**src/rtl/stuis_pkg.sv**
```systemverilog
// ----------------------------------------------------------------------------
// Sorted table search package
// Field widths, request codes and the queued command record shared by the
// front end, the command queue and the search engine.
// ----------------------------------------------------------------------------
package stuis_pkg;

   // Widths of the channel fields.
   localparam int ENTRY_INDEX_WIDTH = 10;
   localparam int KEY_VALUE_WIDTH   = 32;
   localparam int FOUND_INDEX_WIDTH = 10;
   localparam int TABLE_SIZE_WIDTH  = 11;

   // Widest key the engine supports; request keys are sign-extended to it.
   localparam int KEY_EXT_WIDTH = 64;

   // Table size after reset.
   localparam logic [TABLE_SIZE_WIDTH-1:0] TABLE_SIZE_RESET = 11'd1024;

   // Entries in the queue between the front end and the search engine.
   localparam int QUEUE_DEPTH = 2;

   // Request action codes.
   typedef enum logic {
      ACT_WRITE = 1'b0,
      ACT_QUERY = 1'b1
   } action_type;

   // One classified request as it waits in the queue.
   typedef struct packed {
      action_type                   action;
      logic [ENTRY_INDEX_WIDTH-1:0] entry_index;
      logic [KEY_VALUE_WIDTH-1:0]   key_value;
   } cmd_type;

endpackage

```
**src/rtl/stuis_queue.sv**
```systemverilog
// ----------------------------------------------------------------------------
// Sorted table search command queue
// Small FIFO that decouples the front end from the search engine.
// ----------------------------------------------------------------------------
module stuis_queue import stuis_pkg::*; (
   input  logic    clock,
   input  logic    reset,
   input  logic    push,
   input  cmd_type push_cmd,
   output logic    full,
   output logic    not_empty,
   input  logic    pop,
   output cmd_type pop_cmd
);

   localparam int PTR_W = $clog2(QUEUE_DEPTH);
   localparam int CNT_W = $clog2(QUEUE_DEPTH + 1);

   cmd_type            slot_ff [QUEUE_DEPTH];
   logic [PTR_W-1:0]   wr_ptr_ff, wr_ptr_in;
   logic [PTR_W-1:0]   rd_ptr_ff, rd_ptr_in;
   logic [CNT_W-1:0]   count_ff, count_in;
   logic               do_push;
   logic               do_pop;

   assign full      = (count_ff == CNT_W'(QUEUE_DEPTH));
   assign not_empty = (count_ff != '0);
   assign pop_cmd   = slot_ff[rd_ptr_ff];
   assign do_push   = push && !full;
   assign do_pop    = pop && not_empty;

   // Pointer and fill count updates.
   always_comb begin
      wr_ptr_in = wr_ptr_ff;
      rd_ptr_in = rd_ptr_ff;
      count_in  = count_ff;
      if (do_push) begin
         wr_ptr_in = (32'(wr_ptr_ff) == QUEUE_DEPTH - 1) ? '0 : wr_ptr_ff + PTR_W'(1);
      end
      if (do_pop) begin
         rd_ptr_in = (32'(rd_ptr_ff) == QUEUE_DEPTH - 1) ? '0 : rd_ptr_ff + PTR_W'(1);
      end
      if (do_push && !do_pop) begin
         count_in = count_ff + CNT_W'(1);
      end else if (do_pop && !do_push) begin
         count_in = count_ff - CNT_W'(1);
      end
   end

   always_ff @(posedge clock) begin
      if (reset) begin
         wr_ptr_ff <= '0;
         rd_ptr_ff <= '0;
         count_ff  <= '0;
      end else begin
         wr_ptr_ff <= wr_ptr_in;
         rd_ptr_ff <= rd_ptr_in;
         count_ff  <= count_in;
      end
   end

   // Payload slots need no reset.
   always_ff @(posedge clock) begin
      if (do_push) begin
         slot_ff[wr_ptr_ff] <= push_cmd;
      end
   end

endmodule

```
**config.mk**
```make
export PLATFORM = sky130hd
export DESIGN_NAME = stuis_queue
export DESIGN_NICKNAME = d
export VERILOG_FILES = /design/src/rtl/stuis_pkg.sv /design/src/rtl/stuis_queue.sv
export SDC_FILE = /design/constraint.sdc
export NUM_CORES = 1
export LEC_CHECK = 0
export BUFFER_PORTS_ARGS = -buffer_cell sky130_fd_sc_hd__buf_4
export CORE_ASPECT_RATIO = 0.6
export CORE_MARGIN = 4
export CORE_UTILIZATION = 45
export CTS_CLUSTER_DIAMETER = 60
export DETAILED_ROUTE_END_ITERATION = 6
export PLACE_DENSITY = 0.78
export RECOVER_POWER = 25
export SYNTH_ARGS = -nofsm -noshare
export SYNTH_HDL_FRONTEND = slang
export SYNTH_SLANG_ARGS = --single-unit
```
**constraint.sdc**
```tcl
create_clock -name clock -period 2.1 [get_ports clock]
set_input_delay 0.105 -clock clock [delete_from_list [all_inputs] [get_ports clock]]
set_output_delay 0.105 -clock clock [all_outputs]
set_load 0.01 [all_outputs]
```
# ---- Word-level counts from Yosys, hierarchy flattened
# Memories as Yosys holds them, arrays and structs flattened. A register that Yosys moved wholly into a read port is not among the register bits.
# Index checks and enable logic that the tools add are counted.
dict set report classes {
  n_eq_ne 1
  n_addsub 4
  n_mux 8
  reduce_logical 9
}
# cell n
set op_table {}
lappend op_table {{1-bit 2-to-1 mux} 6}
lappend op_table {{1-bit logical AND} 4}
lappend op_table {{2-bit 2-to-1 mux} 2}
lappend op_table {{2-bit nonzero test} 2}
lappend op_table {{1-bit logical NOT} 3}
lappend op_table {{1-bit adder (second input constant)} 2}
lappend op_table {{2-bit by 1-bit adder with 2-bit output (second input constant)} 1}
lappend op_table {{2-bit equality test (second input constant)} 1}
lappend op_table {{2-bit by 1-bit subtractor with 2-bit output (second input constant)} 1}
dict set report totals {
  n_memories 1
  regBits 4
  word_cells 26
  ramBits 86
}
# name depth word_bits rd rd_clocked_by_memory_dff write_ports line
set mem_list {}
lappend mem_list {slot_ff 2 43 1 1 1 stuis_queue.sv:19} ;# cmd_type slot_ff [QUEUE_DEPTH];

# ---- Logic depth before layout (Yosys ltp)
# Gate-level depths: netlist of run 1.
dict set report depth {
  ltp_word 7
  mapped_depth 6
}

# ---- Worst setup path after synthesis of run 1
# No wires, ideal clock.
dict set report synth_path {
  path_type {reg2reg}
  from {reg count_ff[1]}
  to {mem slot_ff[1][0] (netlist bit) (enable)}
  n_path_buf 0
  synth_period_minus_slack_ns 2.067
  setup_slack_ns 0.033
  t_arrival_ns 1.662
  stages_incl_launch_ff 4
  path_cell_list {dfxtp_1 nor2b_2 nor2_1 and2_1}
}
dict set report synth_between {
  elab_chain_cells 5
}
# item line
set synth_rtl {}
lappend synth_rtl {{start, declared} stuis_queue.sv:22} ;# logic [CNT_W-1:0] count_ff, count_in;
lappend synth_rtl {{start signal, assigned} stuis_queue.sv:58} ;# count_ff <= count_in;
lappend synth_rtl {{2-bit equality test} stuis_queue.sv:26} ;# assign full = (count_ff == CNT_W'(QUEUE_DEPTH));
lappend synth_rtl {{via full} stuis_queue.sv:10} ;# output logic full,
lappend synth_rtl {{1-bit logical NOT} stuis_queue.sv:29} ;# assign do_push = push && !full;
lappend synth_rtl {{1-bit logical AND} stuis_queue.sv:29}
lappend synth_rtl {{1-bit 2-to-1 mux} stuis_queue.sv:64} ;# if (do_push) begin
lappend synth_rtl {{1-bit 2-to-1 mux (not written as such)} stuis_queue.sv:65} ;# slot_ff[wr_ptr_ff] <= push_cmd;
lappend synth_rtl {{end, declared} stuis_queue.sv:19}
# The timed path passes the listed nets, and every way through them passes these cells.

==> results of run 1 <==
==> where the power goes <==
part,internal [µW],switching (µW)
clock network,771,576
logic,826,722
registers,2280,68.4
total,3880,1370
==> per-stage QoR <==
step | utilization [%] | cells | power, µW | hold slack, ns | setup WS [ns]
2_1_floorplan | - | 159 | 3180 | 0.174 | 0.0330
3_3_place_gp | 59.9 | 336 | 3860 | 0.290 | 0.620
3_5_place_dp | 59.9 | 336 | 3880 | 0.292 | 0.546
4_1_cts | 69.9 | 394 | 5310 | 0.171 | 0.466
5_1_grt | 69.5 | 394 | 5500 | 0.244 | 0.417
6_report | 69.5 | 394 | 5250 | 0.178 | 0.486
==> metal layers <==
layer  up-vias  part of all wire, %  GRT usage, %  routed length (µm)
met5         -                    0             0                   0
met4         0                  1.6          6.93                 102
met3        13                  8.0          6.16                 505
met2        76                   43          22.9                2740
met1       892                   47          20.0                2950
li1        905                    -             -                   -
==> state kept, by name, summed over array words and instances (netlist names), named ones only <==
signal,count
slot_ff,86
count_ff,2
rd_ptr_ff,1
wr_ptr_ff,1
==> timing repair <==
action / in CTS / in global routing
setup buffers: 0 / 0
hold buffers: 44 / 0
endpoints found under the hold margin: 91 / 0
==> worst paths after layout <==
kind	from	end	slack [ns]
max	flop	pop_cmd[1]	0.49
min	push	wr_ptr_ff	0.18
max reg2reg	count_ff[0]	count_ff[1]	0.52
min reg2reg	rd_ptr_ff	flop	0.50
==> final cells by class <==
cell class | instances | area, µm²
multi-input cells | 61 | 598
inverters | 2 | 7.51
clock inverters | 5 | 22.5
flip-flops and latches | 91 | 2680
well taps | 87 | 109
fillers | 460 | 2110
clock buffers | 9 | 225
repair buffers | 139 | 1150
==> tightest hold or removal path, cell delays in order <==
cell and delay [ns]:
sky130_fd_sc_hd__buf_4 0.08, sky130_fd_sc_hd__inv_1 0.04, sky130_fd_sc_hd__o21ai_0 0.16, sky130_fd_sc_hd__a21oi_1 0.07
==> cell usage in the layout (no fill, tap or decap) <==
master / synthesis / final
sky130_fd_sc_hd__clkbuf_16: 0 / 9
sky130_fd_sc_hd__or2_2: 1 / 1
sky130_fd_sc_hd__and2_2: 0 / 1
sky130_fd_sc_hd__o21ai_0: 3 / 3
sky130_fd_sc_hd__dfxtp_2: 0 / 1
sky130_fd_sc_hd__clkinv_2: 0 / 3
sky130_fd_sc_hd__or3_1: 2 / 2
sky130_fd_sc_hd__nor2b_2: 1 / 1
sky130_fd_sc_hd__clkbuf_1: 0 / 7
sky130_fd_sc_hd__buf_12: 0 / 2
sky130_fd_sc_hd__mux2_2: 43 / 43
sky130_fd_sc_hd__buf_4: 0 / 65
sky130_fd_sc_hd__clkinv_1: 0 / 2
sky130_fd_sc_hd__nor2_1: 4 / 4
sky130_fd_sc_hd__dlygate4sd3_1: 0 / 44
sky130_fd_sc_hd__a21oi_1: 2 / 2
sky130_fd_sc_hd__clkbuf_4: 0 / 21
sky130_fd_sc_hd__dfxtp_1: 5 / 4
sky130_fd_sc_hd__xor2_1: 3 / 3
sky130_fd_sc_hd__edfxtp_1: 86 / 86
sky130_fd_sc_hd__ha_1: 1 / 1
sky130_fd_sc_hd__inv_2: 0 / 1
sky130_fd_sc_hd__inv_1: 2 / 1
==> cells by family (layout without fill, tap and decap cells) <==
logic type / Yosys count / count (layout) / share of synthesized area, %
AND/OR/NAND/NOR: 9 / 9 / 1.47
flip-flops: 91 / 91 / 81.0
adder cells (fa/ha/maj): 1 / 1 / 0.378
XOR/XNOR: 3 / 3 / 0.793
buffers and inverters: 7 / 155 / 0.982
AO/OA/AOI/OAI: 5 / 5 / 0.755
multiplexers: 43 / 43 / 14.6
==> results.md, run 1 <==
- Outcome: completed
- Cell accounting for the most synthesized area: sky130_fd_sc_hd__edfxtp_1
- Portion of the clock cycle consumed by the worst path in the final layout: 76.8%
- Fraction of the yosys area taken by sequential cells: around four fifths
- Most frequent cells after synthesis: sky130_fd_sc_hd__edfxtp_1 (86), sky130_fd_sc_hd__mux2_2 (43), sky130_fd_sc_hd__buf_2 (5), sky130_fd_sc_hd__dfxtp_1 (5), sky130_fd_sc_hd__nor2_1 (4)
- Hold Vio Cnt, Final: 0
- Std-Cell Core Area: between 0.006 and 0.007 mm²
- Crit path max fanout: 23
- Total clock buffers created by CTS: 9
- CTS tree: built
- Number of design-rule violations left by the first detailed-router iteration: 74
- Area growth syn-to-layout: 44.9%
- Clock latency of the later-clocked register in the worst-skew pair: approximately 0.33 ns
- Sink Count: about 90
- Leakage power: roughly 0.0018 µW
- Critical path endpoint category: primary output
- First-pass GRT wire length: between 9000 and 10,000 µm
- Total Routing Usage GR: 15.3%
- Flip-flop cell with the highest count after synthesis: sky130_fd_sc_hd__edfxtp_1
- Grt ovf: 0
- Post-synthesis instance area: around 0.0033 mm²
- Worst endpoint data arrival time: between 1.5 and 2 ns
- Root buffer cell: sky130_fd_sc_hd__clkbuf_16
- Vias after detailed routing: roughly 1,900
- Number of distinct library cells after synthesis: 14
- Min-Delay Path Depth: 4
- Maximum clock frequency: around 0.62 GHz
- Post-cts repair resize count: 0
- Delay of the slowest cell on the worst path: ~0.4 ns
- Drt drc: 0
- Crit path top cell by count: sky130_fd_sc_hd__buf_4
- Worst r2r path cells: 4
- Clock transition at path regs: 0.06 ns
- Post-synth ARST share: 0%
- Largest net degree at the start of global routing: 44
- Type of the tightest min-delay check: in -> reg
- Max Slew Vio Count: 0
- Routed wirelength normalized by instance count: 16.0 µm
- Deepest clock path buffer count: 2
- Start-to-end type of the worst setup path: reg -> out
- Post-synthesis net count: just over 200
- Number of nets in the layout: around 350
- Number of enable-type register cells in the synthesized netlist: 86
- Routed Antenna Nets: 0
- Number of input and output port buffers inserted: 91
- Total setup violations reported at the end of the flow: 0
- Final period demand of the worst path: ~1.6 ns
- Buffers & Inverters on Critical Path: 2
- Post-Synthesis Cells: 159
- Vias in the first global route: 1,929
- Number of stages on the worst setup path: 3
- Via density per instance: about 4.8
- Antenna cells: 0
- Power per cell area: around 1100 mW/mm²
- Instance area at placement: about 0.0041 mm²
- Most frequent cell after synthesis: sky130_fd_sc_hd__edfxtp_1
- Initial standard-cell utilization of the core: 48.0%
- Slew headroom: between 70% and 80%
- Die boundary width: about 120 µm
- Fraction of layout instances using a drive strength above 1: between 40% and 50%
- Maximum vdd drop: ~730 µV
- Setup repair after global routing missed its margin: no
- Io pins: 92
- Area of all placed cells without fillers: between 0.004 and 0.005 mm²
- Final TNS setup: 0 ns
- Transition time at the pin with the least slew margin: ~0.36 ns
- Detailed placement HPWL: roughly 3900 µm
- Family with the most delay on the worst path: buffers and inverters
- Synth area leaders: sky130_fd_sc_hd__edfxtp_1 (78%), sky130_fd_sc_hd__mux2_2 (15%), sky130_fd_sc_hd__dfxtp_1 (3.0%)
- Full die area: 0.00884 mm²
- Number of antenna violations at the first check in global routing: 0
- Height of the die: between 70 and 80 µm
- Max stage delay cell, worst path: sky130_fd_sc_hd__mux2_2
- Sequence of cells on the critical path: buf_4 > mux2_2 > buf_4
- Required time of the critical path: around 2 ns
- Count of TritonRoute iterations in the first routing pass: 4
- Yosys warnings: 0
- Gpl congestion: 0.723
- Average cell area after synthesis: between 20 and 25 µm²
- Total routed wirelength: 6290 µm
- Post-synthesis register bit count: between 90 and 100
- Max-capacitance violation count: 0
- Clock H-tree levels: 3
- Number of placement rows: 23
- Clock Skew: about 0.006 ns
- Worst setup SP type: flop
- Area share of the largest cell type after synthesis: 78.0%
(Power assumes the default switching activity.)
==> inputs of run 2 (changes only) <==
--- a/config.mk
+++ b/config.mk
@@ -5,13 +5,14 @@
 export SDC_FILE = /design/constraint.sdc
 export NUM_CORES = 1
 export LEC_CHECK = 0
+export ABC_AREA = 1
 export BUFFER_PORTS_ARGS = -buffer_cell sky130_fd_sc_hd__buf_4
 export CORE_ASPECT_RATIO = 0.6
 export CORE_MARGIN = 4
 export CORE_UTILIZATION = 45
 export CTS_CLUSTER_DIAMETER = 60
 export DETAILED_ROUTE_END_ITERATION = 6
-export PLACE_DENSITY = 0.78
+export PLACE_DENSITY = 0.77
 export RECOVER_POWER = 25
 export SYNTH_ARGS = -nofsm -noshare
 export SYNTH_HDL_FRONTEND = slang
==> constraint.sdc (replaced) <==
create_clock -name clock -period 1.4 [get_ports clock]
set_input_delay 0.07 -clock clock [delete_from_list [all_inputs] [get_ports clock]]
set_output_delay 0.07 -clock clock [all_outputs]
set_load 0.01 [all_outputs]
==> run 2 against run 1 <==
Against the previous run:
- the flow now finishes with violations (setup timing)
- flip-flop and latch count stayed put
- wire length is 18% higher
- first-iteration DRC count is 20% higher
- final cell count is 9.4% higher
- synthesized cell count is 7.5% higher
- clock power is 59% higher
- power is 68% higher
- worst setup slack worse by 0.57 ns
- clock-buffer cell count stayed put
- combinational power is 95% higher
- global-route usage is 0.79 points higher
- core utilization is 2.3 points higher
==> results.md, run 2 <==
- Most frequent cells after synthesis: sky130_fd_sc_hd__edfxtp_1 (86), sky130_fd_sc_hd__mux2_4 (40), sky130_fd_sc_hd__inv_1 (8), sky130_fd_sc_hd__nor2_1 (8), sky130_fd_sc_hd__nand2_1 (7)
- Largest net degree at the start of global routing: 24
- Die boundary width: 123 µm
- Worst endpoint data arrival time: around 1.4 ns
- Fillers: about 470
- Fraction of the yosys area taken by sequential cells: about three quarters
- Worst reg2reg startpoint: count_ff[1]
- Post-synthesis net count: between 200 and 250
- Post-synthesis instance area: between 0.003 and 0.004 mm²
- Worst Slack Setup Final: -0.0807 ns
- Flip-flop count of the largest register, all copies and words added: 86
- Met2 layer wire length in the routed design: 3700 µm
- Deepest clock path buffer count: 2
- Height of the die: between 70 and 80 µm
- Flip-flop cell with the highest count after synthesis: sky130_fd_sc_hd__edfxtp_1
- Root buffer cell: sky130_fd_sc_hd__clkbuf_16
- Max Slew Vio Count: 0
- Vias after detailed routing: 2,005
- Number of antenna violations at the first check in global routing: 0
- Outcome: complete, but fails checks
- Cell accounting for the most synthesized area: sky130_fd_sc_hd__edfxtp_1
- Number of enable-type register cells in the synthesized netlist: 86
- Final period demand of the worst path: approximately 1.5 ns
- Critical path endpoint category: primary output
- Power per cell area: around 1600 mW/mm²
- Final standard cell utilization of the core: 71.7%
- Commonest non-fill, non-tap cell in the layout: sky130_fd_sc_hd__edfxtp_1
- Initial standard-cell utilization of the core: between 40% and 50%
- Via density per instance: approximately 4.7
- Final TNS setup: -2.75 ns
- Worst-case register-to-register setup slack: ~0.090 ns
- Min-Delay Startpoint: reset
- Maximum vdd drop: just under 800 µV
- Antenna cells: 0
- Fraction of layout instances using a drive strength above 1: between 40% and 50%
- Crit path max fanout: 12
- Area growth syn-to-layout: 51.0%
- Met1 Wirelength: 3040 µm
- Transition time at the pin with the least slew margin: between 0.15 and 0.2 ns
- Total clock buffers created by CTS: 9
- Setup repair after global routing missed its margin: yes
- Worst setup SP type: flop
- Grt ovf: 0
- PnR Total Power: 8790 µW
- Drt drc: 0
- WL met3: approximately 540 µm
- Gpl congestion: 0.751
- Instance area at placement: between 0.004 and 0.005 mm²
- Routed Antenna Nets: 0
- Leading cell types in the layout, fill and taps excluded: sky130_fd_sc_hd__edfxtp_1 (86), sky130_fd_sc_hd__mux2_4 (43), sky130_fd_sc_hd__dlygate4sd3_1 (43), sky130_fd_sc_hd__buf_6 (43), sky130_fd_sc_hd__buf_4 (29)
- CTS tree: built
- Area share of the largest cell type after synthesis: 72.7%
- Post-synthesis register bit count: between 90 and 100
- Std-Cell Core Area: ~0.0075 mm²
- Routed wirelength normalized by instance count: 17.2 µm
- Full die area: around 0.0094 mm²
- Slew headroom: ~87%
- First-pass GRT wire length: between 10,000 and 15,000 µm
- Biggest register: slot_ff
- Number of input and output port buffers inserted: 91
- Io pins: just over 90
- Clock latency of the later-clocked register in the worst-skew pair: 0.33 ns
- Average cell area after synthesis: ~21 µm²
- Post-Synthesis Cells: ~170
- Synth area leaders: sky130_fd_sc_hd__edfxtp_1 (73%), sky130_fd_sc_hd__mux2_4 (17%), sky130_fd_sc_hd__dfxtp_1 (2.8%)
- Clock Skew: about 0.0049 ns
- Number of distinct library cells after synthesis: 15
- Count of TritonRoute iterations in the first routing pass: 4
- Total Routing Usage GR: approximately 16%
- Total setup violations reported at the end of the flow: 43
- Sink Count: 91
- Portion of the clock cycle consumed by the worst path in the final layout: 106%
- Type of the tightest min-delay check: in -> reg
- End point of the critical path: pop_cmd[10]
- Detailed placement HPWL: 4390 µm
- Number of design-rule violations left by the first detailed-router iteration: 89
- Total routed wirelength: between 7000 and 8000 µm
- Largest registers: slot_ff x86, count_ff x2
- Required time of the critical path: approximately 1.3 ns
- Hold Vio Cnt, Final: 0
- Leakage power: ~0.0021 µW
- Number of placement rows: 24
- Clock H-tree levels: 3
- Maximum clock frequency: between 0.6 and 0.7 GHz
- Most frequent cell after synthesis: sky130_fd_sc_hd__edfxtp_1
- Number of nets in the layout: between 300 and 400
- Max-capacitance violation count: 0
- Area of all placed cells without fillers: about 0.0054 mm²
- Critical register-to-register path endpoint: slot_ff[0][31]
- Vias in the first global route: between 2,000 and 2,500
- Yosys warnings: 0
- Violations in the final reports: setup timing
- Uppermost layer routed: met4
- Worst r2r path cells: 5
- Post-synth ARST share: 0%
- Start-to-end type of the worst setup path: reg -> out
- Clock transition at path regs: about 0.06 ns
-- run 2: cell count changes in the layout (fill, tap and decap cells not counted), sizes merged --
cell and change:
nand4 +1, clkbuf -5, dlygate4sd3 -1, nand3 +2
xor2 -3, or3 -2, nor2b -1, and2 -1
nor2 +4, clkinvlp +2, buf +12, or2 -1
inv +6, nand2 +7
-- run 2: what timing repair did --
action | CTS | global route
hold buffers | 43 | 0
gates cloned | 1 | 1
pin swaps | 0 | 2
buffers inserted | 0 | 2
resized for setup | 48 | 4
setup endpoints to repair | 43 | 45
endpoints found under the hold margin | 86 | 0
-- run 2: layout make-up --
cell class | count | area (µm²) | area share (%)
Clock buffer | 9 | 225 | 4.20
Clock inverter | 7 | 45.0 | 0.840
Inverter | 8 | 30.0 | 0.560
Multi-Input combinational cell | 67 | 797 | 14.9
Sequential cell | 91 | 2690 | 50.2
Tap cell | 104 | 130 | 2.43
Timing Repair Buffer | 145 | 1440 | 26.9
-- run 2: worst min path at each step --
| stage | slack, ns | depth (start not counted) | endpoint |
|---|---|---|---|
| after floorplan | 0.17 | 0 | slot_ff[0][0] |
| after global placement | 0.25 | 1 | slot_ff[1][14] |
| after detailed placement | 0.26 | 1 | slot_ff[0][12] |
| after CTS | 0.02 | 4 | count_ff[1] |
| after global routing | 0.04 | 4 | count_ff[1] |
| final | 0.02 | 4 | count_ff[1] |
-- run 2: metal layers --
layer / track usage [%] / up-vias
met5: 0 / -
met4: 4.25 / 0
met3: 6.18 / 14
met2: 27.0 / 80
met1: 19.4 / 960
li1: - / 951
-- run 2: logic make-up after synthesis --
group	share of synthesized area (%)
buffers and inverters	3.42
DFF	75.5
AOI/OAI and AO/OA	0.810
muxes	17.9
adders and majority gates	0.352
and+or+nand+nor	2.04
-- run 2: report_power, final --
| part | switching, µW | internal (µW) |
|---|---|---|
| logic | 1250 | 1770 |
| registers | 161 | 3460 |
| clock network | 963 | 1190 |
-- run 2: stage by stage --
step,setup slack [ns],std cells,hold slack [ns]
2_1_floorplan,-0.135,171,0.169
3_3_place_gp,0.115,368,0.255
3_5_place_dp,0.0231,368,0.258
4_1_cts,-0.111,428,0.0235
5_1_grt,-0.122,431,0.0433
6_report,-0.0807,431,0.0190
-- run 2: worst max-delay path, stage by stage (launching register included) --
cell and delay (ns):
sky130_fd_sc_hd__dfxtp_4 0.44, sky130_fd_sc_hd__buf_12 0.18, sky130_fd_sc_hd__mux2_4 0.33, sky130_fd_sc_hd__buf_6 0.12
==> inputs of run 3 (changes only) <==
--- a/config.mk
+++ b/config.mk
@@ -5,15 +5,15 @@
 export SDC_FILE = /design/constraint.sdc
 export NUM_CORES = 1
 export LEC_CHECK = 0
-export ABC_AREA = 1
 export BUFFER_PORTS_ARGS = -buffer_cell sky130_fd_sc_hd__buf_4
 export CORE_ASPECT_RATIO = 0.6
 export CORE_MARGIN = 4
 export CORE_UTILIZATION = 45
 export CTS_CLUSTER_DIAMETER = 60
 export DETAILED_ROUTE_END_ITERATION = 6
-export PLACE_DENSITY = 0.77
+export PLACE_DENSITY = 0.78
 export RECOVER_POWER = 25
+export REMOVE_ABC_BUFFERS = 1
 export SYNTH_ARGS = -nofsm -noshare
 export SYNTH_HDL_FRONTEND = slang
 export SYNTH_SLANG_ARGS = --single-unit
==> run 3 against run 2 <==
Against the previous run:
- the run still ends with setup timing left
- register-to-register slack worse by 0.15 ns
- cell area shrank 1.4%
- worst setup slack got worse by 0.015 ns
- global-route usage increased by 1.6 points
==> results.md, run 3 (synthesis results as in run 1) <==
- Worst Slack Setup Final: -0.0959 ns
- Power per cell area: ~1700 mW/mm²
- Clock Skew: slightly below 0.007 ns
- Full die area: 0.00884 mm²
- Instance area at placement: between 0.004 and 0.005 mm²
- Final period demand of the worst path: between 1 and 1.5 ns
- Antenna cells: 0
- Count of TritonRoute iterations in the first routing pass: 4
- Fraction of layout instances using a drive strength above 1: a little over half
- Number of placement rows: 23
- Height of the die: around 74 µm
- Final Hold Slack: approximately 0.14 ns
- Vias in the first global route: about 2,200
- Worst setup SP type: flop
- Outcome: complete, but fails checks
- Detailed placement HPWL: 4370 µm
- Leading cell types in the layout, fill and taps excluded: sky130_fd_sc_hd__edfxtp_1 (86), sky130_fd_sc_hd__buf_4 (60), sky130_fd_sc_hd__dlygate4sd3_1 (44)
- PnR Total Power: about 9100 µW
- Number of input and output port buffers inserted: 91
- First-pass GRT wire length: about 11,000 µm
- Setup repair after global routing missed its margin: yes
- Violations in the final reports: setup timing
- Crit path max fanout: 22
- Worst endpoint data arrival time: 1.43 ns
- Transition time at the pin with the least slew margin: 0.188 ns
- Initial standard-cell utilization of the core: a little under half
- Clock H-tree levels: 3
- Clock transition at path regs: 0.06 ns
- Total setup violations reported at the end of the flow: 87
- Die boundary width: 119 µm
- Total Routing Usage GR: between 10% and 20%
- Total clock buffers created by CTS: 9
- Largest net degree at the start of global routing: 27
- Vias after detailed routing: about 2,000
- Std-Cell Core Area: around 0.0069 mm²
- Grt ovf: 0
- Fillers: roughly 400
- Clock latency of the later-clocked register in the worst-skew pair: about 0.34 ns
- Largest registers: slot_ff x86, count_ff x2
- Sink Count: between 90 and 100
- Start-to-end type of the worst setup path: reg -> out
- Number of nets in the layout: around 370
- Type of the tightest min-delay check: in -> reg
- Total routed wirelength: 7710 µm
- Slew headroom: roughly 87%
- Area of all placed cells without fillers: about 0.0053 mm²
- Number of antenna violations at the first check in global routing: 0
- Io pins: a little over 90
- Commonest non-fill, non-tap cell in the layout: sky130_fd_sc_hd__edfxtp_1
- Leakage power: 0.00205 µW
- Max Slew Vio Count: 0
- Root buffer cell: sky130_fd_sc_hd__clkbuf_16
- Biggest register: slot_ff
- Via density per instance: a little under 5
- Flip-flop count of the largest register, all copies and words added: 86
- Area growth syn-to-layout: 59.7%
- Drt drc: 0
- Deepest clock path buffer count: 2
- Portion of the clock cycle consumed by the worst path in the final layout: 107%
- Max-capacitance violation count: 0
- CTS tree: built
- Gpl congestion: roughly 0.79
- Routed wirelength normalized by instance count: approximately 19 µm
- Final TNS setup: -3.61 ns
- Required time of the critical path: roughly 1.3 ns
- Hold Vio Cnt, Final: 0
- Maximum clock frequency: between 0.6 and 0.7 GHz
- Final standard cell utilization of the core: about three quarters
- Routed Antenna Nets: 0
- Maximum vdd drop: between 1000 and 1500 µV
- Number of design-rule violations left by the first detailed-router iteration: 84
- Critical path endpoint category: primary output
run 3: cell count changes in the layout (fill, tap and decap cells not counted), moves of 3 or more:
cell | before | now
sky130_fd_sc_hd__inv_1 | 7 | 1
sky130_fd_sc_hd__mux2_2 | 0 | 24
sky130_fd_sc_hd__nor2_1 | 6 | 3
sky130_fd_sc_hd__nand2_1 | 6 | 0
sky130_fd_sc_hd__buf_6 | 43 | 20
sky130_fd_sc_hd__buf_4 | 29 | 60
sky130_fd_sc_hd__xor2_1 | 0 | 3
sky130_fd_sc_hd__mux2_4 | 43 | 19
run 3: worst paths after layout:
path                    start             end  slack [ns]  cells past startpoint
hold / removal           push       wr_ptr_ff        0.14                      4
setup reg to reg  count_ff[1]  slot_ff[0][28]       -0.06                      5
setup / recovery         flop      pop_cmd[4]        -0.1                      3
hold reg to reg     wr_ptr_ff       wr_ptr_ff        0.49                      2
run 3: through the flow:
stage	std cells	worst slack, ns
after floorplan	154	-0.667
after global placement	341	-0.00795
after detailed placement	341	-0.0789
after CTS	410	-0.0955
after global routing	411	-0.154
final	411	-0.0959
run 3: power by group:
part / switching [µW] / internal (µW)
logic: 1320 / 1900
clock network: 977 / 1390
registers: 132 / 3430
total: 2420 / 6720
run 3: critical path, stage by stage (launching register included):
cell                      delay, ns
sky130_fd_sc_hd__dfxtp_4       0.38
sky130_fd_sc_hd__buf_12        0.20
sky130_fd_sc_hd__mux2_2        0.36
sky130_fd_sc_hd__buf_4         0.14
run 3: area by class of cell:
class	instances	area (µm²)	share of cell area (%)
Timing Repair Buffer	154	1490	28.2
Clock inverter	6	65.1	1.23
Multi-Input combinational cell	61	691	13.1
Sequential cell	91	2690	50.8
Clock buffer	10	229	4.33
Inverter	2	15.0	0.284
Tap cell	87	109	2.06
run 3: layer usage:
metal	up-vias	track usage, %	share of wire (%)
li1	939	-	-
met1	985	21.8	44
met2	71	30.3	49
met3	7	6.76	6.4
met4	0	4.24	0.75
met5	-	0	0
run 3: repair_timing:
item                                   CTS  global route
pin swaps                                2             0
gates cloned                             3             1
endpoints found under the hold margin   91             0
hold buffers                            44             0
setup endpoints to repair               81            80
setup buffers                            6             2
gates resized for setup                 31            26
